### config.mk
export PLATFORM = sky130hd
export DESIGN_NAME = gamepad_report_decoder
export DESIGN_NICKNAME = d
export VERILOG_FILES = /design/src/gprd_pkg.sv /design/src/gprd_front.sv /design/src/gprd_back.sv /design/src/gamepad_report_decoder.sv
export SDC_FILE = /design/constraint.sdc
export NUM_CORES = 2
export LEC_CHECK = 0
export BUFFER_PORTS_ARGS = -buffer_cell sky130_fd_sc_hd__buf_2
export CORE_AREA = 5 5 353 355
export DETAILED_ROUTE_END_ITERATION = 10
export DIE_AREA = 0 0 358 360
export GPL_TIMING_DRIVEN = 0
export PLACE_DENSITY = 0.6
export SYNTH_ARGS = -nofsm -noshare
export SYNTH_HDL_FRONTEND = slang
export SYNTH_SLANG_ARGS = --single-unit
### constraint.sdc
create_clock -name clk -period 20.6 [get_ports clk]
set_input_delay 1.03 -clock clk [delete_from_list [all_inputs] [get_ports clk]]
set_output_delay 1.03 -clock clk [all_outputs]
set_load 0.05 [all_outputs]
### src/gprd_pkg.sv
// Shared types, constants and decode functions of the gamepad report decoder.
package gprd_pkg;

  localparam int Channels = 4;
  localparam int ChW = 2;

  localparam logic [15:0] StdDevice = 16'h0900;
  localparam logic [7:0] TrigPress = 8'd170;
  localparam logic [1:0] StatusOk = 2'd0;
  localparam logic [1:0] StatusErr = 2'd1;
  localparam logic [1:0] StatusOrigin = 2'd2;
  localparam logic [1:0] RegSpec = 2'd0;
  localparam logic [1:0] RegAnalog = 2'd1;
  localparam logic [1:0] RegMask = 2'd2;

  // Work item passed from the front part to the back part.
  typedef struct packed {
    logic is_origin;
    logic [ChW-1:0] channel;
    logic [31:0] word_hi;
    logic [31:0] word_lo;
    logic [15:0] device_type;
    logic [1:0] fmt;
    logic [2:0] analog_mode;
    logic stickx_en;
  } work_t;

  typedef struct packed {
    logic [7:0] sx, sy, cx, cy, tl, tr;
  } origin_t;

  typedef struct packed {
    logic [13:0] btn;
    logic [7:0] sx, sy, cx, cy, tl, tr;
  } prev_t;

  // Result fields, packed into tdata with status in the low bits and activity at the top.
  typedef struct packed {
    logic activity;
    logic sticks_zeroed;
    logic [7:0] analog_b, analog_a, trigger_r, trigger_l;
    logic [7:0] substick_y, substick_x, stick_y, stick_x;
    logic [13:0] buttons;
    logic [1:0] status;
  } result_t;

  // Signed subtract of the origin with clamping, as two's complement bytes.
  function automatic logic [7:0] clamp_sub_s8(input logic [7:0] a, input logic [7:0] o);
    logic signed [9:0] av;
    logic signed [9:0] ov;
    begin
      av = 10'(signed'(a));
      ov = 10'(signed'(o));
      if (ov > 0 && av < ov - 10'sd128) av = ov - 10'sd128;
      if (ov < 0 && av > ov + 10'sd127) av = ov + 10'sd127;
      clamp_sub_s8 = 8'(av - ov);
    end
  endfunction

  function automatic logic [7:0] clamp_sub_u8(input logic [7:0] a, input logic [7:0] o);
    clamp_sub_u8 = (a < o) ? 8'd0 : a - o;
  endfunction

  // Magnitude of a signed byte, 0 to 128.
  function automatic logic [7:0] mag8(input logic [7:0] v);
    mag8 = v[7] ? 8'(-v) : v;
  endfunction

  function automatic logic moved(input logic [7:0] a, input logic [7:0] b,
                                 input logic [3:0] thr);
    logic [7:0] d;
    begin
      d = (a > b) ? a - b : b - a;
      moved = d >= {4'd0, thr};
    end
  endfunction

endpackage

### src/gprd_front.sv
// Front part: configuration registers, input acceptance and a two-entry queue.
module gprd_front (
  input  logic clk,
  input  logic rst,
  input  logic cfg_valid,
  output logic cfg_ready,
  input  logic [1:0] cfg_index,
  input  logic [31:0] cfg_data,
  input  logic s_tvalid,
  output logic s_tready,
  input  logic [88:0] s_tdata,
  output logic q_valid,
  input  logic q_ready,
  output gprd_pkg::work_t q_item
);

  logic [2:0] analog_mode;
  logic [3:0] stickx_reset_mask;
  logic [1:0] fmt;
  gprd_pkg::work_t mem [2];
  logic wr_ptr, rd_ptr;
  logic [1:0] count;
  logic push, pop;
  gprd_pkg::work_t w;

  assign cfg_ready = 1'b1;

  // Configuration registers; undefined format codes keep the old format.
  always_ff @(posedge clk) begin
    if (rst) begin
      analog_mode <= 3'd3;
      stickx_reset_mask <= 4'hf;
      fmt <= 2'd2;
    end else if (cfg_valid) begin
      case (cfg_index)
        gprd_pkg::RegSpec: begin
          if (cfg_data[2:1] == 2'b00) fmt <= {1'b0, cfg_data[0]};
          else if (cfg_data[2:0] <= 3'd5) fmt <= 2'd2;
        end
        gprd_pkg::RegAnalog: analog_mode <= cfg_data[2:0];
        gprd_pkg::RegMask: stickx_reset_mask <= cfg_data[3:0];
        default: ;
      endcase
    end
  end

  // Classify the incoming request and snapshot the settings it needs.
  always_comb begin
    w.is_origin = s_tdata[0];
    w.channel = s_tdata[2:1];
    w.word_hi = s_tdata[34:3];
    w.word_lo = s_tdata[66:35];
    w.device_type = s_tdata[82:67];
    w.fmt = fmt;
    w.analog_mode = analog_mode;
    w.stickx_en = stickx_reset_mask[s_tdata[2:1]];
  end

  assign s_tready = (count != 2'd2);
  assign push = s_tvalid && s_tready;
  assign q_valid = (count != 2'd0);
  assign pop = q_valid && q_ready;
  assign q_item = mem[rd_ptr];

  // Queue storage.
  always_ff @(posedge clk) begin
    if (push) mem[wr_ptr] <= w;
  end

  // Queue pointers.
  always_ff @(posedge clk) begin
    if (rst) begin
      wr_ptr <= 1'b0;
      rd_ptr <= 1'b0;
      count <= 2'd0;
    end else begin
      if (push) wr_ptr <= ~wr_ptr;
      if (pop) rd_ptr <= ~rd_ptr;
      count <= count + {1'b0, push} - {1'b0, pop};
    end
  end

endmodule

### src/gprd_back.sv
// Back part: per-channel state, report decoding and the output register.
module gprd_back (
  input  logic clk,
  input  logic rst,
  input  logic q_valid,
  output logic q_ready,
  input  gprd_pkg::work_t q_item,
  output logic m_tvalid,
  input  logic m_tready,
  output logic [87:0] m_tdata
);

  gprd_pkg::origin_t org_st [gprd_pkg::Channels];
  logic [15:0] typ_st [gprd_pkg::Channels];
  gprd_pkg::prev_t prev_st [gprd_pkg::Channels];

  gprd_pkg::origin_t org, no;
  gprd_pkg::prev_t prev, r;
  logic [15:0] typ;
  logic [7:0] aa, ab;
  logic [31:0] hi, lo;
  logic [13:0] ob;
  logic [4:0] bits;
  logic special, zeroed, act;
  logic [3:0] thr;
  logic take;
  gprd_pkg::result_t res;

  assign q_ready = !m_tvalid || m_tready;
  assign take = q_valid && q_ready;
  assign hi = q_item.word_hi;
  assign lo = q_item.word_lo;
  assign org = org_st[q_item.channel];
  assign prev = prev_st[q_item.channel];
  assign typ = typ_st[q_item.channel];

  // New origin entry from an origin request.
  always_comb begin
    no.sx = hi[15:8] ^ 8'h80;
    no.sy = hi[7:0] ^ 8'h80;
    no.cx = lo[31:24];
    no.cy = lo[23:16];
    no.tl = lo[15:8];
    no.tr = lo[7:0];
    if (q_item.analog_mode == 3'd1 || q_item.analog_mode == 3'd2) begin
      no.cx[3:0] = 4'd0;
      no.cy[3:0] = 4'd0;
    end
    if (q_item.analog_mode != 3'd1 && q_item.analog_mode != 3'd3 &&
        q_item.analog_mode != 3'd4) begin
      no.tl[3:0] = 4'd0;
      no.tr[3:0] = 4'd0;
    end
    no.cx = no.cx ^ 8'h80;
    no.cy = no.cy ^ 8'h80;
    if (q_item.stickx_en && !no.sx[7] && no.sx > 8'd64 &&
        q_item.device_type == gprd_pkg::StdDevice) no.sx = 8'd0;
  end

  // Report decode.
  always_comb begin
    r = '0;
    aa = 8'd0;
    ab = 8'd0;
    zeroed = 1'b0;
    if (q_item.fmt[1] == 1'b0) begin
      if (q_item.fmt[0]) bits = {hi[25], hi[20], hi[21], hi[24], hi[23]};
      else bits = {hi[20], hi[16], hi[24], hi[21], hi[19]};
      ob = {1'b0, bits, 8'd0};
      r.tl = hi[15:8];
      r.tr = hi[7:0];
      ob[6] = r.tl >= gprd_pkg::TrigPress;
      ob[5] = r.tr >= gprd_pkg::TrigPress;
      r.btn = ob;
      r.sx = lo[23:16] ^ 8'h80;
      r.sy = lo[31:24] ^ 8'h80;
      r.cx = lo[7:0] ^ 8'h80;
      r.cy = lo[15:8] ^ 8'h80;
    end else begin
      bits = 5'd0;
      ob = 14'd0;
      r.btn = hi[29:16];
      r.sx = hi[15:8];
      r.sy = hi[7:0];
      r.cx = lo[31:24];
      r.cy = lo[23:16];
      case (q_item.analog_mode)
        3'd1: begin
          r.cx = {lo[31:28], 4'd0}; r.cy = {lo[27:24], 4'd0};
          r.tl = lo[23:16]; r.tr = lo[15:8];
          aa = {lo[7:4], 4'd0}; ab = {lo[3:0], 4'd0};
        end
        3'd2: begin
          r.cx = {lo[31:28], 4'd0}; r.cy = {lo[27:24], 4'd0};
          r.tl = {lo[23:20], 4'd0}; r.tr = {lo[19:16], 4'd0};
          aa = lo[15:8]; ab = lo[7:0];
        end
        3'd3: begin
          r.tl = lo[15:8]; r.tr = lo[7:0];
        end
        3'd4: begin
          aa = lo[15:8]; ab = lo[7:0];
        end
        default: begin
          r.tl = {lo[15:12], 4'd0}; r.tr = {lo[11:8], 4'd0};
          aa = {lo[7:4], 4'd0}; ab = {lo[3:0], 4'd0};
        end
      endcase
      r.sx = r.sx ^ 8'h80; r.sy = r.sy ^ 8'h80;
      r.cx = r.cx ^ 8'h80; r.cy = r.cy ^ 8'h80;
      if (typ == gprd_pkg::StdDevice && !r.btn[7]) begin
        zeroed = 1'b1;
        r.sx = 8'd0; r.sy = 8'd0; r.cx = 8'd0; r.cy = 8'd0;
      end else begin
        r.sx = gprd_pkg::clamp_sub_s8(r.sx, org.sx);
        r.sy = gprd_pkg::clamp_sub_s8(r.sy, org.sy);
        r.cx = gprd_pkg::clamp_sub_s8(r.cx, org.cx);
        r.cy = gprd_pkg::clamp_sub_s8(r.cy, org.cy);
        r.tl = gprd_pkg::clamp_sub_u8(r.tl, org.tl);
        r.tr = gprd_pkg::clamp_sub_u8(r.tr, org.tr);
      end
    end
  end

  // Activity against the previous report.
  always_comb begin
    special = (typ == gprd_pkg::StdDevice) && !r.btn[7];
    thr = special ? 4'd10 : 4'd3;
    act = gprd_pkg::moved(gprd_pkg::mag8(r.sx), gprd_pkg::mag8(prev.sx), thr) ||
          gprd_pkg::moved(gprd_pkg::mag8(r.sy), gprd_pkg::mag8(prev.sy), thr) ||
          gprd_pkg::moved(gprd_pkg::mag8(r.cx), gprd_pkg::mag8(prev.cx), thr) ||
          gprd_pkg::moved(gprd_pkg::mag8(r.cy), gprd_pkg::mag8(prev.cy), thr) ||
          gprd_pkg::moved(r.tl, prev.tl, thr) ||
          gprd_pkg::moved(r.tr, prev.tr, thr) || (r.btn != prev.btn);
  end

  // Result assembly.
  always_comb begin
    res = '0;
    if (hi[31]) begin
      res.status = gprd_pkg::StatusErr;
    end else begin
      res.sticks_zeroed = zeroed;
      res.activity = act;
      if (r.btn[13]) begin
        res.status = gprd_pkg::StatusOrigin;
      end else begin
        res.status = gprd_pkg::StatusOk;
        res.buttons = r.btn & ~14'h0080;
        res.stick_x = r.sx; res.stick_y = r.sy;
        res.substick_x = r.cx; res.substick_y = r.cy;
        res.trigger_l = r.tl; res.trigger_r = r.tr;
        res.analog_a = aa; res.analog_b = ab;
      end
    end
  end

  // Per-channel state update.
  always_ff @(posedge clk) begin
    if (rst) begin
      for (int i = 0; i < gprd_pkg::Channels; i++) begin
        org_st[i] <= '0;
        typ_st[i] <= '0;
        prev_st[i] <= '0;
      end
    end else if (take) begin
      if (q_item.is_origin) begin
        org_st[q_item.channel] <= no;
        typ_st[q_item.channel] <= q_item.device_type;
      end else if (!hi[31]) begin
        prev_st[q_item.channel] <= r;
      end
    end
  end

  // Output register.
  always_ff @(posedge clk) begin
    if (rst) m_tvalid <= 1'b0;
    else if (take) m_tvalid <= !q_item.is_origin;
    else if (m_tready) m_tvalid <= 1'b0;
  end

  always_ff @(posedge clk) begin
    if (take) m_tdata <= {6'd0, res};
  end

endmodule

### src/gamepad_report_decoder.sv
// Top level of the gamepad report decoder.
// A request is stored in the front queue, then decoded into the output register, where
// its result waits until m_tready accepts it.
// Throughput: one request per cycle while m_tready is high; channel state updates on take.
// Origin requests give no result and update the channel calibration.
// Reset (rst, synchronous) clears calibration, device types, previous reports and
// restores spec_mode 5, analog_mode 3, stickx_reset_mask 15.
module gamepad_report_decoder (
  input  logic clk,
  input  logic rst,
  input  logic cfg_valid,
  output logic cfg_ready,
  input  logic [1:0] cfg_index,
  input  logic [31:0] cfg_data,
  input  logic s_tvalid,
  output logic s_tready,
  // req_type, channel, word_hi, word_lo, device_type
  input  logic [87:0] s_tdata,
  output logic m_tvalid,
  input  logic m_tready,
  // status, buttons, stick_x, stick_y, substick_x, substick_y, trigger_l,
  // trigger_r, analog_a, analog_b, sticks_zeroed, activity
  output logic [87:0] m_tdata
);

  logic q_valid, q_ready;
  gprd_pkg::work_t q_item;

  gprd_front u_front (
    .clk(clk), .rst(rst),
    .cfg_valid(cfg_valid), .cfg_ready(cfg_ready),
    .cfg_index(cfg_index), .cfg_data(cfg_data),
    .s_tvalid(s_tvalid), .s_tready(s_tready), .s_tdata({1'b0, s_tdata}),
    .q_valid(q_valid), .q_ready(q_ready), .q_item(q_item)
  );

  gprd_back u_back (
    .clk(clk), .rst(rst),
    .q_valid(q_valid), .q_ready(q_ready), .q_item(q_item),
    .m_tvalid(m_tvalid), .m_tready(m_tready), .m_tdata(m_tdata)
  );

endmodule
After elaboration in Yosys (flattened, before gate mapping)
Memories as Yosys holds them, arrays and structs flattened. A register that Yosys moved wholly into a read port is not among the register bits.
Index checks and enable logic that the tools add are counted.
{"block": "word_totals", "reg_bits": 96, "ram_bits": 682, "output_inout_bits": 91, "word_cells": 243, "memories": 4}
{"block": "classes", "n_addsub": 36, "order_cmp": 35, "eq_ne": 13, "mux": 88, "bitwise": 11, "n_reduce_logical": 45}
{"memory": "u_back.prev_st", "depth": 4, "word_bits": 62, "read_ports": 1, "rd_ports_with_merged_regs": 0, "write_ports": 4, "line": "gprd_back.sv:15", "text": "gprd_pkg::prev_t prev_st [gprd_pkg::Channels];"}
{"memory": "u_back.org_st", "depth": 4, "word_bits": 48, "read_ports": 1, "rd_ports_with_merged_regs": 0, "write_ports": 4, "line": "gprd_back.sv:13", "text": "gprd_pkg::origin_t org_st [gprd_pkg::Channels];"}
{"memory": "u_front.mem", "depth": 2, "word_bits": 89, "read_ports": 1, "rd_ports_with_merged_regs": 1, "write_ports": 1, "line": "gprd_front.sv:20", "text": "gprd_pkg::work_t mem [2];"}
{"memory": "u_back.typ_st", "depth": 4, "word_bits": 16, "read_ports": 1, "rd_ports_with_merged_regs": 0, "write_ports": 4, "line": "gprd_back.sv:14", "text": "logic [15:0] typ_st [gprd_pkg::Channels];"}
{"op": "$mux 8", "count": 29}
{"op": "$sub 8x8->8", "count": 18}
{"op": "$mux 62", "count": 2}
{"op": "$mux 10", "count": 12}
{"op": "$mux 16", "count": 4}
{"op": "$neg 8->8", "count": 8}
{"op": "$pmux 16 s4", "count": 1}
{"op": "$reduce_or 62->1", "count": 1}
{"op": "$ge 8x4->1", "count": 6}
{"op": "$gt 8x8->1", "count": 6}
{"op": "$mux 48", "count": 1}
{"op": "$reduce_or 48->1", "count": 1}
{"op": "$gt 10x9->1", "count": 4}
{"op": "$lt 8x10->1", "count": 4}
{"op": "$sub 8x9->10 const B", "count": 4}
{"op": "$add 8x8->9 const B", "count": 4}
{"op": "$eq 16x12->1 const B", "count": 2}
{"op": "$gt 8x1->1 const B", "count": 4}
{"op": "$lt 8x1->1 const B", "count": 4}
{"op": "$mux 32", "count": 1}
{"op": "$pmux 8 s2", "count": 2}
{"op": "$mux 1", "count": 22}
{"op": "$mux 4", "count": 5}
{"op": "$logic_and 1x1->1", "count": 17}
{"op": "other kinds (31)", "count": 66}

Depth between registers and ports, before layout
{"block": "logic_depth", "ltp_word": 29, "ltp_mapped": 65, "mapped_depth_nobuf": 55}

By module
From an unflattened synthesis, not the netlist that was laid out.
{"block": "unflattened", "hier_cells": 3523, "hier_area_um2": 42711.0}
{"mod": "gprd_back", "instances": 1, "cells_per_inst": 3173, "area_each_um2": 35597.9}
{"mod": "gprd_front", "instances": 1, "cells_per_inst": 349, "area_each_um2": 7109.3}
{"mod": "gamepad_report_decoder", "instances": 1, "cells_per_inst": 1, "area_each_um2": 3.8}

Least setup slack after synthesis
No wires, ideal clock.
{"block": "synth_path", "kind": "reg2reg", "from": "register with a tool-made name", "to": "register u_back.m_tdata[81], data pin", "setup_ns": 0.265, "t_arrival_ns": 12.411, "required_ns": 20.335, "path_slack_ns": 7.924, "stages_incl_launch_ff": 63, "n_path_buf": 13, "period_less_slack_ns": 12.676, "cell_sequence": "dfxtp_1 buf_6 mux2_4 buf_6 buf_12 buf_6 buf_8 buf_8 buf_6 buf_2 buf_2 mux4_2 inv_1 ha_1 a21o_1 or4_1 a31o_2 nor2_1 [... 27 more ...] nor2b_1 o21ai_0 a21oi_1 o41ai_1 buf_2 mux2_2 xnor2_1 ha_1 or4_1 nor3_1 nand4_1 nor3_1 nand3_1 nor4_1 nand4_1 or4_1 nor4_1 a21oi_1"}
{"item": "end signal, assigned", "line": "gprd_back.sv:184", "text": "if (take) m_tdata <= {6'd0, res};"}
{"item": "end, declared", "line": "gprd_back.sv:10", "text": "output logic [87:0] m_tdata"}

==> impl_metrics.csv <==
group,metric,value,unit
logic_synthesis,synth.most_common_cell,"edfxtp_1",
floorplan,die_area,0.1289,sq mm
timing,setup-tns-final,0,ns
timing,grt_setup_unrepaired,"false",
status,failed_checks,"capacitance limit",
global_routing,antenna_found_initial,13,
worst_setup_path,cp.required,20.94,ns
drt,drt_iter0_drc,2858,
finish,num-nets-final,4158,
drt,routed_wl,131900,um
logic_synthesis,synth_common_cells,"760 x edfxtp_1, 618 x nor2_1, 228 x inv_1, 226 x ha_1, 158 x nand2_1",
worst_setup_path,cp-start-kind,"flop",
floorplan,die_w,358,um
min_path,hold_depth,1,
logic_synthesis,syn_area,0.04202,sq mm
logic_synthesis,ys_types,84,
drt,met3_length,10990,um
logic_synthesis,synth_area_leader_cell,"edfxtp_1",
worst_setup_path,worst-path-max-fanout,10,
clocking,cts.sinks,775,
floorplan,start_util,34.70,%
logic_synthesis,yosys_most_used_dff,"edfxtp_1",
placement,pre_cts_ws,2.054,ns
worst_setup_path,worstSetupEndpointType,"flop",
worst_setup_path,critical-path-slowest-cell,"nor3_1",
worst_setup_path,arrival,19.36,ns
global_routing,grt_max_degree,61,
floorplan,top_level_ports,218,
clocking,cts_root_buf,"clkbuf_16",
floorplan,die_h,360,um
worst_setup_path,critPathMostFrequentCell,"o21ai_0",
timing,finalSetupViolations,0,
drt,routed.top_layer,"met5",
worst_setup_path,reg2reg_slack,1.58,ns
run,drv_cap,1,
drt,wire_per_inst,24.02,um
finish,seqCellArea,0.02312,sq mm
logic_synthesis,ys_ff_latch,775,
logic_synthesis,synth_edf_count,760,
clocking,cts_setup_buffers,0,
clocking,cts_tree,"yes",
global_routing,grt_pass1_wl,192100,um
logic_synthesis,yosysWarnings,0,
finish,areaGrowthSynthToFinish,15.46,%
clocking,insertion_delay,0.69,ns
timing,max_freq,52.58,MHz
timing,post-route-min-period,19.02,ns
drt,dr.pass1.iters,5,
global_routing,overflow,0,
drt,antenna_left,0,
floorplan,rows,128,
finish,n_fill_cell,11720,
min_path,hp-class,"flop to flop",
drt,post-route-drc-count,0,
drt,vias_per_cell,5.333,
drt,wl_met1,56430,um
status,outcome,"complete, but fails checks",
clocking,clock_path_buffers,3,
worst_setup_path,r2r_cells,61,
finish,multi_input_area,0.01742,sq mm
global_routing,track_usage,20.07,%
timing,clock_skew,0.04273,ns
timing,setup_ws,1.581,ns
logic_synthesis,yosysTopAreaCellShare,54.31,%
logic_synthesis,syn_area_per_cell,12.05,sq um
min_path,hp-start,"u_front.stickx_reset_mask[0]",
global_routing,grt_pass1_vias,28990,
clocking,cts_made_buffers,88,
clocking,cts_hold_buf,0,
clocking,cts_resized,0,
clocking,clkSlewWorstSetupHoldPaths,0.06,ns
drt,dr_wl_met2,59450,um
logic_synthesis,synthArstFlopShare,0,%
timing,tightest_slew,1.445,ns
timing,hold_violations,0,
placement,gp_congestion,0.9554,
logic_synthesis,synth_area_leaders,"edfxtp_1 54%, ha_1 6.7%, mux4_2 5.6%",
logic_synthesis,syn-instance-count,3486,
finish,drive_gt1_share,15.31,%
timing,drv_slew,0,
placement,io_buffers,174,
finish,stdcell_count,5489,
worst_setup_path,worst-setup-path-type,"flop to flop",
drt,vias,29270,
floorplan,coreArea,0.1211,sq mm
timing,whs,0.4679,ns
placement,dp.cells,5319,
placement,dpl.hpwl,98430,um
clocking,htree_levels,3,
timing,max_slew_margin,0.9448,%
timing,finalCritPeriodShare,92.33,%
logic_synthesis,synth.yosys.seq_area_share,55.03,%
worst_setup_path,critPathMaxStageDelay,1.01,ns
-- final timing paths --
| kind | end |
|---|---|
| max | u_back.m_tdata[81] |
| min | u_front.stickx_reset_mask[0] |
| max reg2reg | u_back.m_tdata[81] |
| min reg2reg | u_front.stickx_reset_mask[0] |
-- through the flow --
| stage | cell area [sq um] | util (%) |
|---|---|---|
| global route | 48500 | 40.06 |
| finish | 48520 | 40.07 |
| detailed placement | 45490 | 37.57 |
| global placement | 44950 | 37.12 |
| CTS | 48480 | 40.04 |
| floorplan | 42050 | - |
-- placed cells by master (no fill, tap or decap), types with 17 or more instances in the layout --
| cell | n |
|---|---|
| xnor2_1 | 96 |
| nand4_1 | 29 |
| o21ai_0 | 102 |
| ha_1 | 226 |
| xor2_1 | 66 |
| nor3_1 | 94 |
| edfxtp_1 | 760 |
| nor4_1 | 18 |
| nand3_1 | 43 |
| nor2_1 | 617 |
| a21o_1 | 36 |
| mux4_2 | 105 |
| o21a_1 | 29 |
| nor2b_1 | 49 |
| a21oi_1 | 122 |
| inv_1 | 228 |
| fa_1 | 18 |
| buf_4 | 24 |
| a211oi_1 | 17 |
| clkbuf_1 | 124 |
| o22ai_1 | 17 |
| nand2b_1 | 37 |
| nand2_1 | 158 |
| o21ai_1 | 17 |
| mux2_2 | 66 |
| clkbuf_16 | 90 |
| mux2i_1 | 141 |
| buf_2 | 196 |
-- cell type report --
| type | instances | share of cell area (%) |
|---|---|---|
| multi-input combinational | 2331 | 35.90 |
| timing repair buffer | 204 | 2.754 |
| antenna | 5 | 0.02579 |
| clock inverter | 45 | 1.210 |
| tap | 1625 | 4.191 |
| sequential | 775 | 47.66 |
| buffer | 158 | 1.529 |
| clock buffer | 117 | 4.954 |
| inverter | 229 | 1.772 |
-- worst max-delay path, delay by kind of cell (launching register included) --
kind            cells  cell delay (ns)
xor+xnor            3             0.64
simple gates       18             6.08
mux                 4             1.65
flops               1             0.32
compound gates     19             3.49
fa+ha+maj           5             1.56
buf+inv            12             4.82
-- registers in the layout (all words and copies together), names as in the netlist, 3 cells and up, named ones only --
| name | count |
|---|---|
| u_front.stickx_reset_mask | 4 |
| u_front.analog_mode | 3 |
| u_back.org_st | 192 |
| u_front.mem | 176 |
| u_back.m_tdata | 80 |
| u_back.prev_st | 248 |
| u_back.typ_st | 64 |
-- cell families after synthesis --
kind of cell	after synthesis	share of synthesized area, %
simple gates	1134	12.10
flops	775	55.03
compound gates	464	7.132
fa+ha+maj	244	7.587
xor+xnor	162	3.377
other cells	2	0.01787
mux	318	10.95
buf+inv	387	3.811
-- layer usage --
layer | vias to the layer above | track usage, %
li1 | 13280 | -
met1 | 14580 | 27.83
met2 | 1175 | 31.65
met3 | 232 | 3.788
met4 | 4 | 6.999
met5 | - | 0
Power is left out: the tool's default activity adds up to more than one toggle a clock period on the data nets, which glitch-free logic cannot reach.
